**src/rtl/cassette_tape_image_framer_assert.svh**
```systemverilog
// Assertion macros shared by the framer RTL.
`ifndef CASSETTE_TAPE_IMAGE_FRAMER_ASSERT_SVH
`define CASSETTE_TAPE_IMAGE_FRAMER_ASSERT_SVH

`ifndef ASSERT_OFF

// same-cycle implication
`define CTIF_ASSERT_IMPLY(label, clk, rst, ante, cons, msg) \
   label: assert property (@(posedge clk) disable iff (rst) (ante) |-> (cons)) \
      else $error(msg);

// next-cycle implication
`define CTIF_ASSERT_NEXT(label, clk, rst, ante, cons, msg) \
   label: assert property (@(posedge clk) disable iff (rst) (ante) |=> (cons)) \
      else $error(msg);

`else

`define CTIF_ASSERT_IMPLY(label, clk, rst, ante, cons, msg)
`define CTIF_ASSERT_NEXT(label, clk, rst, ante, cons, msg)

`endif

`endif

```
**src/rtl/ctif_pkg.sv**
```systemverilog
package ctif_pkg;

   localparam logic FUNC_BEGIN = 1'b0;
   localparam logic FUNC_DATA  = 1'b1;

   localparam logic [1:0] CSR_FILE_NAME     = 2'd0;
   localparam logic [1:0] CSR_FILE_SIZE     = 2'd1;
   localparam logic [1:0] CSR_LOAD_ADDRESS  = 2'd2;
   localparam logic [1:0] CSR_START_ADDRESS = 2'd3;

   localparam logic [39:0] FILE_NAME_RESET = 40'h2020202020;

   localparam logic [7:0] SYNC_BYTE   = 8'h01;
   localparam logic [7:0] HEADER_ID   = 8'h55;
   localparam logic [7:0] ZERO_BYTE   = 8'h00;
   localparam logic [7:0] SUM_INVERT  = 8'hFF;
   localparam logic [6:0] REPEAT_ONE  = 7'd1;

   // sequencer steps of the preamble
   localparam int STEP_W = 5;
   localparam logic [STEP_W-1:0] STEP_LEAD1     = 5'd0;
   localparam logic [STEP_W-1:0] STEP_SYNC1     = 5'd1;
   localparam logic [STEP_W-1:0] STEP_HDR_FIRST = 5'd2;
   localparam logic [STEP_W-1:0] STEP_HDR_LAST  = 5'd17;
   localparam logic [STEP_W-1:0] STEP_HDR_SUM   = 5'd18;
   localparam logic [STEP_W-1:0] STEP_LEAD2     = 5'd19;

   localparam int QUEUE_DEPTH = 2;

   typedef enum logic [1:0] {
      CMD_BEGIN,
      CMD_PASS,
      CMD_CHUNK,
      CMD_ERROR
   } cmd_kind_type;

   typedef struct packed {
      cmd_kind_type kind;
      logic [7:0]   data_byte;
      logic [7:0]   chunk_sum;
      logic         end_of_tape;
   } cmd_type;

   typedef struct packed {
      logic [39:0] file_name;
      logic [15:0] file_size;
      logic [15:0] load_address;
      logic [15:0] start_address;
   } hdr_cfg_type;

   function automatic logic [7:0] sum_step(input logic [7:0] crc, input logic [7:0] b);
      sum_step = (b - crc) ^ SUM_INVERT;
   endfunction

endpackage

```
**src/rtl/ctif_front.sv**
```systemverilog
module ctif_front #(
   parameter int CHUNK_BYTES = 256
) (
   input  logic                 clock,
   input  logic                 reset,
   input  logic                 req_valid,
   input  logic                 q_full,
   input  logic                 req_func,
   input  logic [7:0]           req_data_byte,
   input  logic [15:0]          file_size,
   output logic                 push,
   output ctif_pkg::cmd_type    cmd
);

   localparam int POS_W = $clog2(CHUNK_BYTES);

   logic [7:0]       csum_ff, csum_in;
   logic [POS_W-1:0] pos_ff, pos_in;
   logic [15:0]      sent_ff, sent_in;
   logic             active_ff, active_in;

   logic        data_ok;
   logic [7:0]  sum_new;
   logic [15:0] sent_next;
   logic        final_byte;
   logic        chunk_end;

   assign push       = req_valid && !q_full;
   assign data_ok    = active_ff && (sent_ff < file_size);
   assign sum_new    = ctif_pkg::sum_step(csum_ff, req_data_byte);
   assign sent_next  = sent_ff + 16'd1;
   assign final_byte = sent_next >= file_size;
   assign chunk_end  = pos_ff == POS_W'(CHUNK_BYTES - 1);

   always_comb begin
      csum_in   = csum_ff;
      pos_in    = pos_ff;
      sent_in   = sent_ff;
      active_in = active_ff;
      cmd.kind        = ctif_pkg::CMD_ERROR;
      cmd.data_byte   = req_data_byte;
      cmd.chunk_sum   = sum_new;
      cmd.end_of_tape = final_byte;
      priority if (req_func == ctif_pkg::FUNC_BEGIN) begin
         cmd.kind  = ctif_pkg::CMD_BEGIN;
         csum_in   = '0;
         pos_in    = '0;
         sent_in   = '0;
         active_in = file_size != 16'd0;
      end else if (!data_ok) begin
         cmd.kind = ctif_pkg::CMD_ERROR;
      end else if (chunk_end || final_byte) begin
         cmd.kind = ctif_pkg::CMD_CHUNK;
         csum_in  = '0;
         pos_in   = '0;
         sent_in  = sent_next;
         if (final_byte) begin
            active_in = 1'b0;
         end
      end else begin
         cmd.kind = ctif_pkg::CMD_PASS;
         csum_in  = sum_new;
         pos_in   = pos_ff + POS_W'(1);
         sent_in  = sent_next;
      end
   end

   always_ff @(posedge clock) begin
      if (reset) begin
         csum_ff   <= '0;
         pos_ff    <= '0;
         sent_ff   <= '0;
         active_ff <= 1'b0;
      end else if (push) begin
         csum_ff   <= csum_in;
         pos_ff    <= pos_in;
         sent_ff   <= sent_in;
         active_ff <= active_in;
      end
   end

endmodule

```
**src/rtl/ctif_queue.sv**
```systemverilog
module ctif_queue (
   input  logic              clock,
   input  logic              reset,
   input  logic              push,
   input  ctif_pkg::cmd_type push_cmd,
   input  logic              pop,
   output logic              full,
   output logic              head_valid,
   output ctif_pkg::cmd_type head_cmd
);

   localparam int PTR_W = $clog2(ctif_pkg::QUEUE_DEPTH);
   localparam int CNT_W = $clog2(ctif_pkg::QUEUE_DEPTH + 1);

   ctif_pkg::cmd_type  mem_ff [ctif_pkg::QUEUE_DEPTH];
   logic [PTR_W-1:0]   wr_ff, wr_in;
   logic [PTR_W-1:0]   rd_ff, rd_in;
   logic [CNT_W-1:0]   cnt_ff, cnt_in;

   assign full       = cnt_ff == CNT_W'(ctif_pkg::QUEUE_DEPTH);
   assign head_valid = cnt_ff != '0;
   assign head_cmd   = mem_ff[rd_ff];

   always_comb begin
      wr_in  = push ? wr_ff + PTR_W'(1) : wr_ff;
      rd_in  = pop ? rd_ff + PTR_W'(1) : rd_ff;
      cnt_in = cnt_ff + CNT_W'(push) - CNT_W'(pop);
   end

   always_ff @(posedge clock) begin
      if (reset) begin
         wr_ff  <= '0;
         rd_ff  <= '0;
         cnt_ff <= '0;
      end else begin
         wr_ff  <= wr_in;
         rd_ff  <= rd_in;
         cnt_ff <= cnt_in;
      end
   end

   always_ff @(posedge clock) begin
      if (push) begin
         mem_ff[wr_ff] <= push_cmd;
      end
   end

endmodule

```
**src/rtl/ctif_back.sv**
```systemverilog
module ctif_back #(
   parameter int LEAD_ZEROS = 100
) (
   input  logic                  clock,
   input  logic                  reset,
   input  logic                  head_valid,
   input  ctif_pkg::cmd_type     head_cmd,
   input  ctif_pkg::hdr_cfg_type cfg,
   output logic                  pop,
   output logic                  rsp_valid,
   input  logic                  rsp_stall,
   output logic [7:0]            rsp_tape_byte,
   output logic [6:0]            rsp_repeat_count,
   output logic                  rsp_end_of_tape,
   output logic                  rsp_error,
   output logic                  rsp_last
);

   localparam logic [6:0] LEAD_REP = 7'(LEAD_ZEROS);

   logic [ctif_pkg::STEP_W-1:0] step_ff, step_in;
   logic [7:0]                  hcrc_ff, hcrc_in;
   logic                        valid_ff, valid_in;
   logic [7:0]                  byte_ff;
   logic [6:0]                  rep_ff;
   logic                        eot_ff, err_ff, last_ff;

   logic                        load;
   logic                        advance;
   logic [ctif_pkg::STEP_W-1:0] hdr_off;
   logic [3:0]                  hdr_idx;
   logic [7:0]                  hdr_byte;
   logic                        in_hdr;
   logic [7:0]                  b_byte;
   logic [6:0]                  b_rep;
   logic                        b_eot, b_err, b_last;

   assign load    = !valid_ff || !rsp_stall;
   assign advance = head_valid && load;
   assign pop     = advance && b_last;
   assign hdr_off = step_ff - ctif_pkg::STEP_HDR_FIRST;
   assign hdr_idx = hdr_off[3:0];
   assign in_hdr  = (step_ff >= ctif_pkg::STEP_HDR_FIRST) &&
                    (step_ff <= ctif_pkg::STEP_HDR_LAST);

   always_comb begin
      unique case (hdr_idx)
         4'd0:    hdr_byte = cfg.file_name[7:0];
         4'd1:    hdr_byte = cfg.file_name[15:8];
         4'd2:    hdr_byte = cfg.file_name[23:16];
         4'd3:    hdr_byte = cfg.file_name[31:24];
         4'd4:    hdr_byte = cfg.file_name[39:32];
         4'd5:    hdr_byte = ctif_pkg::HEADER_ID;
         4'd7:    hdr_byte = cfg.file_size[7:0];
         4'd8:    hdr_byte = cfg.file_size[15:8];
         4'd9:    hdr_byte = cfg.load_address[7:0];
         4'd10:   hdr_byte = cfg.load_address[15:8];
         4'd11:   hdr_byte = cfg.start_address[7:0];
         4'd12:   hdr_byte = cfg.start_address[15:8];
         default: hdr_byte = ctif_pkg::ZERO_BYTE;
      endcase
   end

   // beat for the current command and step
   always_comb begin
      b_byte = ctif_pkg::ZERO_BYTE;
      b_rep  = ctif_pkg::REPEAT_ONE;
      b_eot  = 1'b0;
      b_err  = 1'b0;
      b_last = 1'b0;
      unique case (head_cmd.kind)
         ctif_pkg::CMD_BEGIN: begin
            priority if (step_ff == ctif_pkg::STEP_LEAD1 ||
                         step_ff == ctif_pkg::STEP_LEAD2) begin
               b_rep = LEAD_REP;
            end else if (step_ff == ctif_pkg::STEP_SYNC1) begin
               b_byte = ctif_pkg::SYNC_BYTE;
            end else if (in_hdr) begin
               b_byte = hdr_byte;
            end else if (step_ff == ctif_pkg::STEP_HDR_SUM) begin
               b_byte = hcrc_ff;
            end else begin
               b_byte = ctif_pkg::SYNC_BYTE;
               b_last = 1'b1;
            end
         end
         ctif_pkg::CMD_PASS: begin
            b_byte = head_cmd.data_byte;
            b_last = 1'b1;
         end
         ctif_pkg::CMD_CHUNK: begin
            if (step_ff == ctif_pkg::STEP_LEAD1) begin
               b_byte = head_cmd.data_byte;
            end else begin
               b_byte = head_cmd.chunk_sum;
               b_eot  = head_cmd.end_of_tape;
               b_last = 1'b1;
            end
         end
         ctif_pkg::CMD_ERROR: begin
            b_err  = 1'b1;
            b_last = 1'b1;
         end
         default: begin
            b_last = 1'b1;
         end
      endcase
   end

   always_comb begin
      step_in  = step_ff;
      hcrc_in  = hcrc_ff;
      valid_in = valid_ff;
      if (load) begin
         valid_in = head_valid;
      end
      if (advance) begin
         step_in = b_last ? '0 : step_ff + ctif_pkg::STEP_W'(1);
         if (head_cmd.kind == ctif_pkg::CMD_BEGIN && in_hdr) begin
            hcrc_in = ctif_pkg::sum_step(
               (step_ff == ctif_pkg::STEP_HDR_FIRST) ? ctif_pkg::ZERO_BYTE : hcrc_ff,
               hdr_byte);
         end
      end
   end

   always_ff @(posedge clock) begin
      if (reset) begin
         step_ff  <= '0;
         valid_ff <= 1'b0;
      end else begin
         step_ff  <= step_in;
         valid_ff <= valid_in;
      end
   end

   always_ff @(posedge clock) begin
      hcrc_ff <= hcrc_in;
      if (advance) begin
         byte_ff <= b_byte;
         rep_ff  <= b_rep;
         eot_ff  <= b_eot;
         err_ff  <= b_err;
         last_ff <= b_last;
      end
   end

   assign rsp_valid        = valid_ff;
   assign rsp_tape_byte    = byte_ff;
   assign rsp_repeat_count = rep_ff;
   assign rsp_end_of_tape  = eot_ff;
   assign rsp_error        = err_ff;
   assign rsp_last         = last_ff;

endmodule

```
**src/rtl/cassette_tape_image_framer.sv**
```systemverilog
// channel  direction  beat
// req_     in         func, data_byte
// rsp_     out        tape_byte, repeat_count, end_of_tape, error, last
// csr_     in         index (2 bits), data (40 bits), always ready
//
// The front classifies an item and updates the image state in the cycle it
// is taken; a two-entry command queue feeds the back sequencer.
// The back emits one beat per cycle while a command waits and no rsp_stall:
// a data byte; a closing byte then its chunk sum; a begin's preamble steps.
// req_stall rises only while the command queue is full; rsp_stall holds the
// output register and, through it, the sequencer. Reset is synchronous and
// clears the image state, the queue and the output valid.
`include "cassette_tape_image_framer_assert.svh"

module cassette_tape_image_framer #(
   parameter int CHUNK_BYTES = 256,
   parameter int LEAD_ZEROS  = 100
) (
   input  logic        clock,
   input  logic        reset,
   input  logic        req_valid,
   output logic        req_stall,
   input  logic        req_func,
   input  logic [7:0]  req_data_byte,
   output logic        rsp_valid,
   input  logic        rsp_stall,
   output logic [7:0]  rsp_tape_byte,
   output logic [6:0]  rsp_repeat_count,
   output logic        rsp_end_of_tape,
   output logic        rsp_error,
   output logic        rsp_last,
   input  logic        csr_valid,
   output logic        csr_ready,
   input  logic [1:0]  csr_index,
   input  logic [39:0] csr_data
);

   ctif_pkg::hdr_cfg_type cfg_ff;
   ctif_pkg::cmd_type     push_cmd;
   ctif_pkg::cmd_type     head_cmd;
   logic                  push;
   logic                  pop;
   logic                  q_full;
   logic                  head_valid;

   assign csr_ready = 1'b1;
   assign req_stall = q_full;

   always_ff @(posedge clock) begin
      if (reset) begin
         cfg_ff.file_name     <= ctif_pkg::FILE_NAME_RESET;
         cfg_ff.file_size     <= '0;
         cfg_ff.load_address  <= '0;
         cfg_ff.start_address <= '0;
      end else if (csr_valid && csr_ready) begin
         unique case (csr_index)
            ctif_pkg::CSR_FILE_NAME:     cfg_ff.file_name     <= csr_data;
            ctif_pkg::CSR_FILE_SIZE:     cfg_ff.file_size     <= csr_data[15:0];
            ctif_pkg::CSR_LOAD_ADDRESS:  cfg_ff.load_address  <= csr_data[15:0];
            ctif_pkg::CSR_START_ADDRESS: cfg_ff.start_address <= csr_data[15:0];
            default: ;
         endcase
      end
   end

   ctif_front #(
      .CHUNK_BYTES (CHUNK_BYTES)
   ) u_front (
      .clock         (clock),
      .reset         (reset),
      .req_valid     (req_valid),
      .q_full        (q_full),
      .req_func      (req_func),
      .req_data_byte (req_data_byte),
      .file_size     (cfg_ff.file_size),
      .push          (push),
      .cmd           (push_cmd)
   );

   ctif_queue u_queue (
      .clock      (clock),
      .reset      (reset),
      .push       (push),
      .push_cmd   (push_cmd),
      .pop        (pop),
      .full       (q_full),
      .head_valid (head_valid),
      .head_cmd   (head_cmd)
   );

   ctif_back #(
      .LEAD_ZEROS (LEAD_ZEROS)
   ) u_back (
      .clock            (clock),
      .reset            (reset),
      .head_valid       (head_valid),
      .head_cmd         (head_cmd),
      .cfg              (cfg_ff),
      .pop              (pop),
      .rsp_valid        (rsp_valid),
      .rsp_stall        (rsp_stall),
      .rsp_tape_byte    (rsp_tape_byte),
      .rsp_repeat_count (rsp_repeat_count),
      .rsp_end_of_tape  (rsp_end_of_tape),
      .rsp_error        (rsp_error),
      .rsp_last         (rsp_last)
   );

   `CTIF_ASSERT_IMPLY(a_eot_is_last, clock, reset, rsp_valid && rsp_end_of_tape, rsp_last && !rsp_error, "end_of_tape off the final beat")
   `CTIF_ASSERT_IMPLY(a_err_is_single, clock, reset, rsp_valid && rsp_error, rsp_last && rsp_tape_byte == 8'h00, "malformed error beat")
   `CTIF_ASSERT_IMPLY(a_lead_shape, clock, reset, rsp_valid && rsp_repeat_count != 7'd1, rsp_tape_byte == 8'h00 && !rsp_last, "lead beat malformed")
   `CTIF_ASSERT_IMPLY(a_pop_needs_head, clock, reset, !head_valid, !pop, "queue popped while empty")

endmodule

```
**config.mk**
```make
export PLATFORM = sky130hd
export DESIGN_NAME = cassette_tape_image_framer
export DESIGN_NICKNAME = d
export VERILOG_FILES = /design/src/rtl/ctif_pkg.sv /design/src/rtl/ctif_front.sv /design/src/rtl/ctif_queue.sv /design/src/rtl/ctif_back.sv /design/src/rtl/cassette_tape_image_framer.sv
export VERILOG_INCLUDE_DIRS = /design/src /design/src/rtl
export SDC_FILE = /design/constraint.sdc
export NUM_CORES = 1
export LEC_CHECK = 0
export BUFFER_PORTS_ARGS = -buffer_cell sky130_fd_sc_hd__buf_2
export CAP_MARGIN = 15
export CELL_PAD_IN_SITES_DETAIL_PLACEMENT = 1
export CELL_PAD_IN_SITES_GLOBAL_PLACEMENT = 2
export CORE_MARGIN = 1
export CORE_UTILIZATION = 30
export CTS_CLUSTER_SIZE = 8
export DETAILED_ROUTE_END_ITERATION = 10
export HOLD_SLACK_MARGIN = 0.1
export PLACE_DENSITY = 0.78
export SETUP_SLACK_MARGIN = 0.5
export SLEW_MARGIN = 20
export SYNTH_ARGS = -nofsm -noshare
export SYNTH_HDL_FRONTEND = slang
export SYNTH_SLANG_ARGS = --single-unit
```
**constraint.sdc**
```tcl
create_clock -name clock -period 8 [get_ports clock]
set_input_delay 0.4 -clock clock [delete_from_list [all_inputs] [get_ports clock]]
set_output_delay 0.4 -clock clock [all_outputs]
set_load 0.01 [all_outputs]
```
Word level (Yosys, flattened, before mapping) --
Memory sizes are Yosys's and may differ from the RTL's. A register that Yosys moved wholly into a read port is not among the register bits. Cells that the tools add are included.
Word-level totals: bits in registers 157, memory bits (writable) 38, bits of input ports 56, output and inout bits 21, word-level logic and storage cells 126, memories kept 1
Cells by class: add/sub/neg operators 10, order comparisons 4, equality and inequality tests 26, mux-type cells 36, bitwise logic cells 3, reduce and logical (&&, ||, !) cells 27
Memories:
- u_queue.mem_ff | depth 2, width 19, read ports 1, clocked after Yosys merged registers in 1, wr ports 1, RTL line ctif_queue.sv:15 | ctif_pkg::cmd_type mem_ff [ctif_pkg::QUEUE_DEPTH];
Operators with widths (count):
- $mux W8 | 12
- $pmux W8 S12 | 1
- $mux W16 | 2
- $pmux W8 S3 | 1
- $eq A4 B4 Y1 const B | 5
- $add A16 B1 Y16 const B | 1
- $ge A16 B16 Y1 | 1
- $lt A16 B16 Y1 | 1
- $not A8 Y8 | 2
- $reduce_bool A16 Y1 | 1
- $sub A8 B8 Y8 | 2
- $mux W1 | 14
- $eq A4 B3 Y1 const B | 3
- $reduce_and A2 Y1 | 6
- $eq A2 B2 Y1 const B | 5
- $eq A5 B5 Y1 const B | 2
- $add A8 B1 Y8 const B | 1
- $eq A4 B2 Y1 const B | 2
- $eq A8 B8 Y1 const B | 1
- $mux W7 | 1
- $logic_and A1 B1 Y1 | 6
- $mux W2 | 3
- $ne A2 B1 Y1 const B | 3
- $add A5 B1 Y5 const B | 1
- other kinds (21) | 29

Longest topological paths before layout --
Gate-level depths: netlist of run 1.
word-level depth 9, mapped depth 16, depth with buffers taken out 14

Modules after synthesis --
Synthesis of run 1 repeated with hierarchy kept, for this count alone.
Unflattened totals: cells, all modules 1064, area, all modules 10817.9 um^2
Modules (own cells, without submodules):
- cassette_tape_image_framer | instances 1, cells an instance 335, area each 3651.0 um^2, seq. area each 1761.7 um^2
- ctif_front | instances 1, cells an instance 361, area each 2921.6 um^2, seq. area each 660.6 um^2
- ctif_back | instances 1, cells an instance 288, area each 2602.5 um^2, seq. area each 750.7 um^2
- ctif_queue | instances 1, cells an instance 80, area each 1642.8 um^2, seq. area each 1241.2 um^2

Worst setup path before layout of run 1 --
OpenSTA, ideal clock, no wires.
path type flip-flop to flip-flop, from register u_back.step_ff[2] (netlist bit), to register u_back.hcrc_ff[6], data pin, library setup time 0.262 ns, arrival 2.971 ns, required time 7.738 ns, setup slack 4.767 ns, stages on the path, launching flop included 16, buffers on the path 2, period minus slack after synthesis 3.233 ns, cells stage by stage dfxtp_1 -> inv_1 -> ha_1 -> xor2_1 -> buf_2 -> buf_2 -> a31oi_1 -> o221ai_1 -> inv_1 -> fa_1 -> nor2b_1 -> o21ai_0 -> nand2b_1 -> a21o_1 -> a21oi_1 -> xor2_1
On the way: longest elaborated chain between the ends 5, elaborated cells between the ends (all ways) 18, classes of those cells add/sub: 2; eq/ne: 12; mux: 2; bitwise: 1; reduce/logical: 1
Ends and longest elaborated chain:
- from (decl) | RTL line ctif_back.sv:21 | logic [ctif_pkg::STEP_W-1:0] step_ff, step_in;
- from (signal assigned) | RTL line ctif_back.sv:132 | step_ff <= step_in;
- $sub A4 B2 Y4 | RTL line ctif_back.sv:41 | assign hdr_off = step_ff - ctif_pkg::STEP_HDR_FIRST;
- $eq A4 B4 Y1 (tied with other cells) | RTL line ctif_back.sv:47 | unique case (hdr_idx)
- $pmux W8 S12 | RTL line ctif_back.sv:47
- $sub A8 B8 Y8 * | RTL line ctif_pkg.sv:52 | sum_step = (b - crc) ^ SUM_INVERT;
- $not A8 Y8 (no line) *
- to (signal assigned) | RTL line ctif_back.sv:138 | hcrc_ff <= hcrc_in;
- to (decl) | RTL line ctif_back.sv:22 | logic [7:0] hcrc_ff, hcrc_in;
Every way passes the cells marked *; elsewhere a longest branch is shown, timed or not. A chain may end at the register's enable or synchronous reset.

Final worst setup path of run 1 --
Same ends and word-level chain as after synthesis.

==> results of run 1 <==
-- through the flow --
step                hold WS (ps)  total power [mW]  worst slack (ps)
floorplan                    433              1.57              4770
global placement             442              1.78              4120
detailed placement           446              1.79              4030
CTS                          142              2.64              3980
global route                 154              2.73              3650
finish                       165              2.61              3970
-- synthesized netlist by cell type, types with 14 or more instances --
cell type,instances
nand2_1,228
dfxtp_1,132
a21oi_1,130
nand3_1,62
edfxtp_1,59
ha_1,57
clkbuf_1,55
inv_1,54
nor2_1,36
nor3_1,24
xnor2_1,23
o21ai_0,19
a221oi_1,16
o211ai_1,14
-- worst max-delay path by stage --
stage | to | slack [ps] | cells after the start
after detailed placement | u_back.hcrc_ff[7] | 4030 | 11
after CTS | u_back.hcrc_ff[6] | 3980 | 12
final | u_back.hcrc_ff[6] | 3970 | 12
after global placement | u_back.hcrc_ff[7] | 4120 | 11
after floorplan | u_back.hcrc_ff[6] | 4770 | 15
after global routing | u_back.hcrc_ff[7] | 3650 | 11
-- cell usage in the layout (no fill, tap or decap), drive strengths merged, types with 9 or more instances in the layout --
cell type,synthesis,routed
nor2,36,36
edfxtp,59,59
o21ai,20,20
nand3,62,62
nand4,10,10
nor3,24,24
o211ai,14,14
a221oi,16,16
buf,17,84
nand2,228,228
xnor2,24,24
xor2,10,10
dfxtp,132,132
a221o,9,9
inv,54,64
ha,57,57
a21oi,130,130
clkbuf,55,18
mux2i,10,10
-- cell type report --
type / count / area [um2]
fillers: 3779 / 20700
multi-input cells: 803 / 4950
flip-flops and latches: 191 / 4410
well taps: 435 / 544
repair buffers: 84 / 473
clock buffers: 18 / 439
inverters: 55 / 206
clock inverters: 14 / 123
-- report_power, final --
part / switching (mW) / internal, mW / leakage [nW]
Combinational: 0.385 / 0.211 / 2.13
Clock: 0.422 / 0.419 / 0.275
Sequential: 0.0568 / 1.12 / 1.62
-- cells by family (layout without fill, tap and decap cells) --
family / count (synthesis) / in the layout / synth area share
xor+xnor: 34 / 34 / 0.0310
simple gates: 414 / 414 / 0.187
mux: 19 / 19 / 0.0231
compound gates: 273 / 273 / 0.181
fa+ha+maj: 59 / 59 / 0.0766
buf+inv: 127 / 171 / 0.0518
flops: 191 / 191 / 0.449
other cells: 2 / 4 / 0.000763
-- flip-flops by register name (all words and copies together), names as in the netlist, 5 cells and up, named ones only --
name	count
u_queue.mem_ff	38
u_front.csum_ff	8
u_front.pos_ff	8
cfg_ff	88
u_front.sent_ff	16
u_back.rsp_tape_byte	8
u_back.step_ff	5
u_back.hcrc_ff	8
-- layer usage --
layer	share of wire	track usage	vias to the layer above	routed length, um
li1	-	-	4075	-
met1	0.47	0.256	4139	14800
met2	0.47	0.312	180	14700
met3	0.042	0.0316	29	1320
met4	0.016	0.0553	0	508
met5	0	0	-	0
-- critical path: stages (launching register included) --
cell,delay (ps)
dfxtp_1,470
inv_1,140
ha_1,870
clkinv_1,480
a211oi_1,480
ha_1,280
fa_1,230
nor2b_1,60
o21ai_0,150
nand2b_1,110
a21o_1,190
a21oi_1,200
xor2_1,110
==> impl_metrics.tcl, run 1 <==
set metrics [dict create \
    tightest_slew_ps 1100 \
    final.period_utilization 0.504 \
    post-route-util 0.350 \
    drv_slew 0 \
    core_area_um2 31900 \
    yosysSeqAreaShare 0.449 \
    overflow 0 \
    rows 65 \
    end_kind "flop" \
    crit_start "u_back.step_ff[2]" \
    r2r_slack_ps 3970 \
    max_freq_mhz 248 \
    netlist.area_leader.share 0.269 \
    holdPathStages 3 \
    wl_per_cell_um 19.6 \
    fp.dieH_um 183 \
    drt_first_iter_violations 628 \
    fin_nets 1267 \
    synth_edf_count 59 \
    clk_path_buf_depth 2 \
    syn_area_per_cell_um2 8.79 \
    fin_tns_setup_ps 0 \
    rr_worst_depth 12 \
    vdd_drop_max_v 0.000158 \
    min_path_type "input port to flop" \
    root_buffer "clkbuf_16" \
    syn_area_um2 9840 \
    min-delay-start "csr_data[21]" \
    antenna_found_initial 0 \
    wl_um 31300 \
    hpwl_um 22200 \
    rr_endpoint "u_back.hcrc_ff[6]" \
    final_antenna_net_count 0 \
    fin_skew_ps 13.1 \
    drc_errors 0 \
    numClockSinks 191 \
    num_io_pins 77 \
    ys_seq_elements 191 \
    initial_core_util 0.309 \
    status "finished, final reports clean" \
    hold_violations 0 \
    post_cts_resize_count 0 \
    rsz0062_at_grt "false" \
    numCtsBuffers 17 \
    synth_cell_types 69 \
    dp_cells 1567 \
    post_route_cells_drive_above_1_share 0.121 \
    cts_tree "built" \
    dpl_cell_area_um2 10600 \
    gp_congestion 0.836 \
    min_to "cfg_ff[69]" \
    worstPathMaxFanout 25 \
    worstPathRequired_ps 8190 \
    ys.flop_type "dfxtp_1" \
    ys_warn_count 0 \
    yosys.area.top_type "dfxtp_1" \
    setup_viol 0 \
    critPathKind "flop to flop" \
    area_growth_pct 13.4 \
    synth_area_leaders "dfxtp_1, edfxtp_1, nand2_1" \
    powerDensity_nw_per_um2 234 \
    fin_crit_ps 4030 \
    grt_pass1_wl_um 48500 \
    clk_pin_slew_worst_paths_ps 80 \
    diodes 0 \
    port-buffer-count 72 \
    post_cts_buffers 0 \
    stdcell_count 1600 \
    synthArstFlopShare 0 \
    max_slew_margin 0.269 \
    startpoint_type "flop" \
    dieWidth_um 183 \
    dieArea_um2 33500 \
    cts_max_level 4 \
    grt_start_max_net_pins 100 \
    final_area_um2 11200 \
    syn_inst 1119 \
    crit_arrival_ps 4220 \
    firstDrtPassIters 7 \
    clock_latency_ps 450 \
    crit-reg2reg-launch "u_back.step_ff[2]" \
    track_usage 0.190 \
    leakage_nw 4.03 \
    drv_cap 0 \
    dr_total_vias 8423 \
    cts_hold_buffers 0 \
    grt_pass1_vias 8432 \
    via_per_inst 5.26 \
]
(Power assumes the default switching activity.)
==> run 2, diff against run 1 <==
--- a/config.mk
+++ b/config.mk
@@ -6,6 +6,7 @@
 export SDC_FILE = /design/constraint.sdc
 export NUM_CORES = 1
 export LEC_CHECK = 0
+export ABC_AREA = 1
 export BUFFER_PORTS_ARGS = -buffer_cell sky130_fd_sc_hd__buf_2
 export CAP_MARGIN = 15
 export CELL_PAD_IN_SITES_DETAIL_PLACEMENT = 1
@@ -15,7 +16,7 @@
 export CTS_CLUSTER_SIZE = 8
 export DETAILED_ROUTE_END_ITERATION = 10
 export HOLD_SLACK_MARGIN = 0.1
-export PLACE_DENSITY = 0.78
+export PLACE_DENSITY = 0.84
 export SETUP_SLACK_MARGIN = 0.5
 export SLEW_MARGIN = 20
 export SYNTH_ARGS = -nofsm -noshare
==> constraint.sdc (replaced) <==
create_clock -name clock -period 3.6 [get_ports clock]
set_input_delay 0.18 -clock clock [delete_from_list [all_inputs] [get_ports clock]]
set_output_delay 0.18 -clock clock [all_outputs]
set_load 0.01 [all_outputs]
==> impl_metrics.tcl, run 2 <==
set metrics [dict create \
    min_path_type "input port to flop" \
    cp-endpoint "u_back.hcrc_ff[6]" \
    netlist.area_leader.share 0.263 \
    synth_most_common_cell "nand2_1" \
    grt_start_max_net_pins 83 \
    grt_pass1_vias 8945 \
    grt_pass1_wl_um 47800 \
    final.period_utilization 0.833 \
    cp_top_family "compound AO/OA/AOI/OAI gates" \
    ys_warn_count 0 \
    vdd_drop_max_v 0.000346 \
    rsz0062_at_grt "true" \
    via_per_inst 4.74 \
    final_common_cell "nand2_1" \
    numCtsBuffers 17 \
    syn_area_um2 10000 \
    synth_area_leaders "dfxtp_1, edfxtp_1, nand2_1" \
    largestRegisters "cfg_ff: 88 flops, u_queue.mem_ff: 38 flops, u_front.sent_ff: 16 flops" \
    numClockSinks 191 \
    syn_inst 1299 \
    area_growth_pct 19.1 \
    max_slew_margin 0.318 \
    rr_endpoint "u_back.hcrc_ff[6]" \
    setup_viol 0 \
    crit_start "u_back.step_ff[1]" \
    fp.dieH_um 185 \
    ys_top_cells_by_count "nand2_1, inv_1, nor2_1" \
    r2r_slack_ps 600 \
    core_area_um2 32700 \
    track_usage 0.182 \
    largest_reg_flops 88 \
    max_stage_delay_ps 390 \
    cts_max_level 4 \
    gp_congestion 0.837 \
    yosys.area.top_type "dfxtp_1" \
    wl_per_cell_um 16.3 \
    clock_latency_ps 440 \
    totalPowerFinal_mw 6.13 \
    clk_path_buf_depth 2 \
    synth_cell_types 41 \
    overflow 0 \
    cts_tree "built" \
    fin_skew_ps 14.1 \
    fin_nets 1511 \
    drt_first_iter_violations 487 \
    drc_errors 0 \
    rows 66 \
    yosysSeqAreaShare 0.439 \
    critPathKind "flop to flop" \
    dieWidth_um 185 \
    synthArstFlopShare 0 \
    firstDrtPassIters 4 \
    fin_crit_ps 3000 \
    final_cell_mix "nand2_1, inv_1, nor2_1" \
    antenna_found_initial 0 \
    top_register "cfg_ff" \
    rr_worst_depth 14 \
    startpoint_type "flop" \
    final_antenna_net_count 0 \
    worstPathMaxFanout 7 \
    wl_um 30100 \
    timing.critical_path.mode_cell "a21oi_1" \
    ys.flop_type "dfxtp_1" \
    hpwl_um 22200 \
    root_buffer "clkbuf_16" \
    crit_buf_inv 2 \
    hold_violations 0 \
    max_freq_mhz 334 \
    crit_arrival_ps 3190 \
    drv_slew 0 \
    end_kind "flop" \
    diodes 0 \
    cp.depth 14 \
    crit-reg2reg-launch "u_back.step_ff[1]" \
    tightest_slew_ps 1020 \
    dr_total_vias 8765 \
    initial_core_util 0.307 \
    drv_cap 0 \
    post_route_cells_drive_above_1_share 0.141 \
    num_io_pins 77 \
    ys_seq_elements 191 \
    status "finished, final reports clean" \
    leakage_nw 4.99 \
    worstPathRequired_ps 3790 \
    fin_tns_setup_ps 0 \
    dieArea_um2 34200 \
    crit_chain "inv_4 -> ha_4 -> inv_1 -> nand3_1 -> o21ai_0 -> a21oi_1 -> nand3_1 -> ha_2 -> a21oi_1 -> o21ai_2 -> nand2_1 -> nand2_1 -> a21oi_1 -> xor2_1" \
    syn_area_per_cell_um2 7.73 \
    port-buffer-count 72 \
    cp_slowest_cell "dfxtp_4" \
    powerDensity_nw_per_um2 513 \
    clk_pin_slew_worst_paths_ps 70 \
    synth_edf_count 59 \
]
==> run 2: final cells by class <==
type / count / area (um2)
inverters: 176 / 663
clock buffers: 19 / 453
flip-flops and latches: 191 / 4420
repair buffers: 125 / 866
clock inverters: 13 / 101
multi-input cells: 885 / 4900
fillers: 4022 / 20700
well taps: 442 / 553
==> run 2: worst min path at each step <==
| stage | start | to | slack (ps) | cells after the start |
|---|---|---|---|---|
| global placement | req_data_byte[5] | u_queue.mem_ff[0][14] | 390 | 1 |
| global route | csr_data[8] | cfg_ff[56] | 120 | 3 |
| CTS | csr_data[4] | cfg_ff[52] | 100 | 3 |
| floorplan | reset | u_back.step_ff[1] | 250 | 1 |
| detailed placement | req_data_byte[5] | u_queue.mem_ff[1][14] | 410 | 1 |
| finish | csr_data[8] | cfg_ff[56] | 110 | 3 |
==> run 2: layer usage <==
| metal | share of wire | track usage |
|---|---|---|
| met1 | 0.47 | 0.226 |
| met2 | 0.50 | 0.326 |
| met3 | 0.021 | 0.0230 |
| met4 | 0.014 | 0.0565 |
| met5 | 0 | 0 |
==> run 2: timing repair <==
item / in CTS / in global routing
setup endpoints to repair: 10 / 20
hold buffers: 38 / 0
endpoints found under the hold margin: 47 / 0
resized for setup: 23 / 31
setup buffers: 0 / 1
pin swaps: 0 / 4
==> run 2: worst min-delay path: stages <==
cell and delay (ps):
buf_2 150, o21ai_0 100, nor2_1 80
==> run 2: report_power, final <==
group,internal (mW),total [mW],switching (mW)
Combinational,0.550,1.63,1.08
Sequential,2.54,2.67,0.136
Clock,0.936,1.83,0.893
==> run 2: through the flow <==
step                hold slack (ps)  cells  setup WS (ps)  utilization  instance area (um2)
floorplan                       249   1301            649            -                10100
global placement                389   1780            146        0.332                10900
detailed placement              407   1780           46.1        0.332                10900
CTS                             103   1850            500        0.363                11900
global route                    122   1851            437        0.366                12000
finish                          111   1851            603        0.366                12000
==> run 2: logic make-up after synthesis <==
group                    count (synthesis)  synth area share
buffers and inverters                  225            0.0892
flip-flops                             191             0.439
multiplexers                             6           0.00598
adder cells (fa/ha/maj)                 59            0.0750
AND/OR/NAND/NOR                        517             0.222
AO/OA/AOI/OAI                          275             0.146
other                                    2          0.000748
XOR/XNOR                                24            0.0217
==> run 3, diff against run 2 <==
==> constraint.sdc (replaced) <==
create_clock -name clock -period 2.45 [get_ports clock]
set_input_delay 0.1225 -clock clock [delete_from_list [all_inputs] [get_ports clock]]
set_output_delay 0.1225 -clock clock [all_outputs]
set_load 0.01 [all_outputs]
==> impl_metrics.tcl, run 3 (same netlist as run 2, synthesis figures left out) <==
set metrics [dict create \
    clk_pin_slew_worst_paths_ps 80 \
    fin_skew_ps 13.4 \
    drv_cap 0 \
    grt_pass1_wl_um 59000 \
    gp_congestion 0.856 \
    grt_start_max_net_pins 56 \
    crit-reg2reg-launch "u_front.sent_ff[1]" \
    end_kind "flop" \
    min-delay-start "req_data_byte[0]" \
    critPathKind "flop to flop" \
    crit_arrival_ps 3340 \
    failed_checks "negative setup slack" \
    antenna_found_initial 0 \
    clock_latency_ps 470 \
    fin_nets 1715 \
    final_common_cell "nand2_1" \
    post_route_cells_drive_above_1_share 0.392 \
    drv_slew 0 \
    startpoint_type "flop" \
    holdPathStages 3 \
    post-route-util 0.473 \
    r2r_slack_ps -510 \
    overflow 0 \
    cts_tree "built" \
    tightest_slew_ps 985 \
    powerDensity_nw_per_um2 718 \
    leakage_nw 6.49 \
    min_to "u_queue.mem_ff[1][1]" \
    final_antenna_net_count 0 \
    initial_core_util 0.307 \
    numClockSinks 191 \
    firstDrtPassIters 5 \
    hold_violations 0 \
    area_growth_pct 54.0 \
    fp.dieH_um 185 \
    track_usage 0.228 \
    top_register "cfg_ff" \
    status "finished with violations" \
    numCtsBuffers 17 \
    dieArea_um2 34200 \
    wl_um 40700 \
    largestRegisters "cfg_ff: 88 flops, u_queue.mem_ff: 38 flops, u_front.sent_ff: 16 flops" \
    dp_cells 1895 \
    vdd_drop_max_v 0.000555 \
    via_per_inst 4.99 \
    rr_endpoint "u_front.csum_ff[5]" \
    dieWidth_um 185 \
    port-buffer-count 72 \
    cts_max_level 4 \
    stdcell_count 2055 \
    rr_worst_depth 19 \
    diodes 0 \
    core_area_um2 32700 \
    largest_reg_flops 88 \
    dpl_cell_area_um2 11900 \
    max_freq_mhz 338 \
    dr_total_vias 10300 \
    hpwl_um 24800 \
    worstPathRequired_ps 2840 \
    drt_first_iter_violations 534 \
    num_io_pins 77 \
    wl_per_cell_um 19.8 \
    drc_errors 0 \
    final.period_utilization 1.21 \
    final_area_um2 15500 \
    n_fill_cell 3837 \
    rsz0062_at_grt "true" \
    setup_viol 31 \
    fin_crit_ps 2960 \
    root_buffer "clkbuf_16" \
    final_cell_mix "nand2_1, buf_4, inv_1" \
    max_slew_margin 0.343 \
    worstPathMaxFanout 6 \
    min_path_type "input port to flop" \
    rows 66 \
    clk_path_buf_depth 2 \
    fin_ws_ps -505 \
    grt_pass1_vias 10900 \
]
## run 3: per-stage QoR
stage	worst slack (ps)	TNS [ps]	power (mW)	hold WS [ps]
final	-505	-11600	11.1	168
after global routing	-614	-15530	11.6	181
after CTS	-302	-4720	10.6	136
after detailed placement	-452	-8440	6.73	347
after global placement	-356	-5300	6.61	341
after floorplan	-133	-201	5.60	182
## run 3: cell type report
class	instances	area, um2	area share
multi-input cells	885	6330	0.409
flip-flops and latches	191	4460	0.289
repair buffers	329	2850	0.184
inverters	176	682	0.0441
well taps	442	553	0.0358
clock buffers	19	433	0.0280
clock inverters	13	153	0.00987
## run 3: where the power goes
part           internal (mW)  leakage, nW  total (mW)  switching [mW]
clock                   1.53        0.282        2.92            1.40
combinational           1.80         4.57        4.26            2.46
sequential              3.73         1.64        3.91           0.186
## run 3: what timing repair did
action / CTS / global route
pin swaps: 94 / 100
hold buffers: 50 / 0
setup endpoints to repair: 72 / 80
cloned: 6 / 0
resized for setup: 258 / 153
setup buffers: 47 / 25
endpoints found under the hold margin: 100 / 0
## run 3: critical path, cell delays in order, from the launching register on
cell	delay, ps
dfxtp_4	390
nand3_4	90
nor3_4	170
buf_6	150
nand3_4	80
nor2_4	160
nand2_1	70
nand2_1	60
nand2_1	70
inv_2	80
ha_4	200
a21oi_2	170
o21ai_1	130
nor2_1	160
buf_4	160
nand3_4	110
nor2_4	190
buf_12	170
nand3_4	80
a21oi_2	190
## run 3: how the worst max path moves through the flow
stage | start | endpoint | slack, ps
after floorplan | u_back.step_ff[2] | u_back.hcrc_ff[6] | -130
after global placement | u_back.step_ff[1] | u_back.hcrc_ff[5] | -360
after detailed placement | u_back.step_ff[1] | u_back.hcrc_ff[5] | -450
after CTS | u_back.step_ff[1] | u_back.hcrc_ff[6] | -300
after global routing | u_front.sent_ff[8] | u_front.csum_ff[5] | -610
final | u_front.sent_ff[1] | u_front.csum_ff[5] | -510
## run 3: per-layer routing
layer,global-route usage,vias to the layer above,wire length (um)
met4,0.107,0,1550
met3,0.0338,97,1110
met2,0.414,210,21300
met1,0.262,5091,16700
li1,-,4861,-
met5,0,-,0
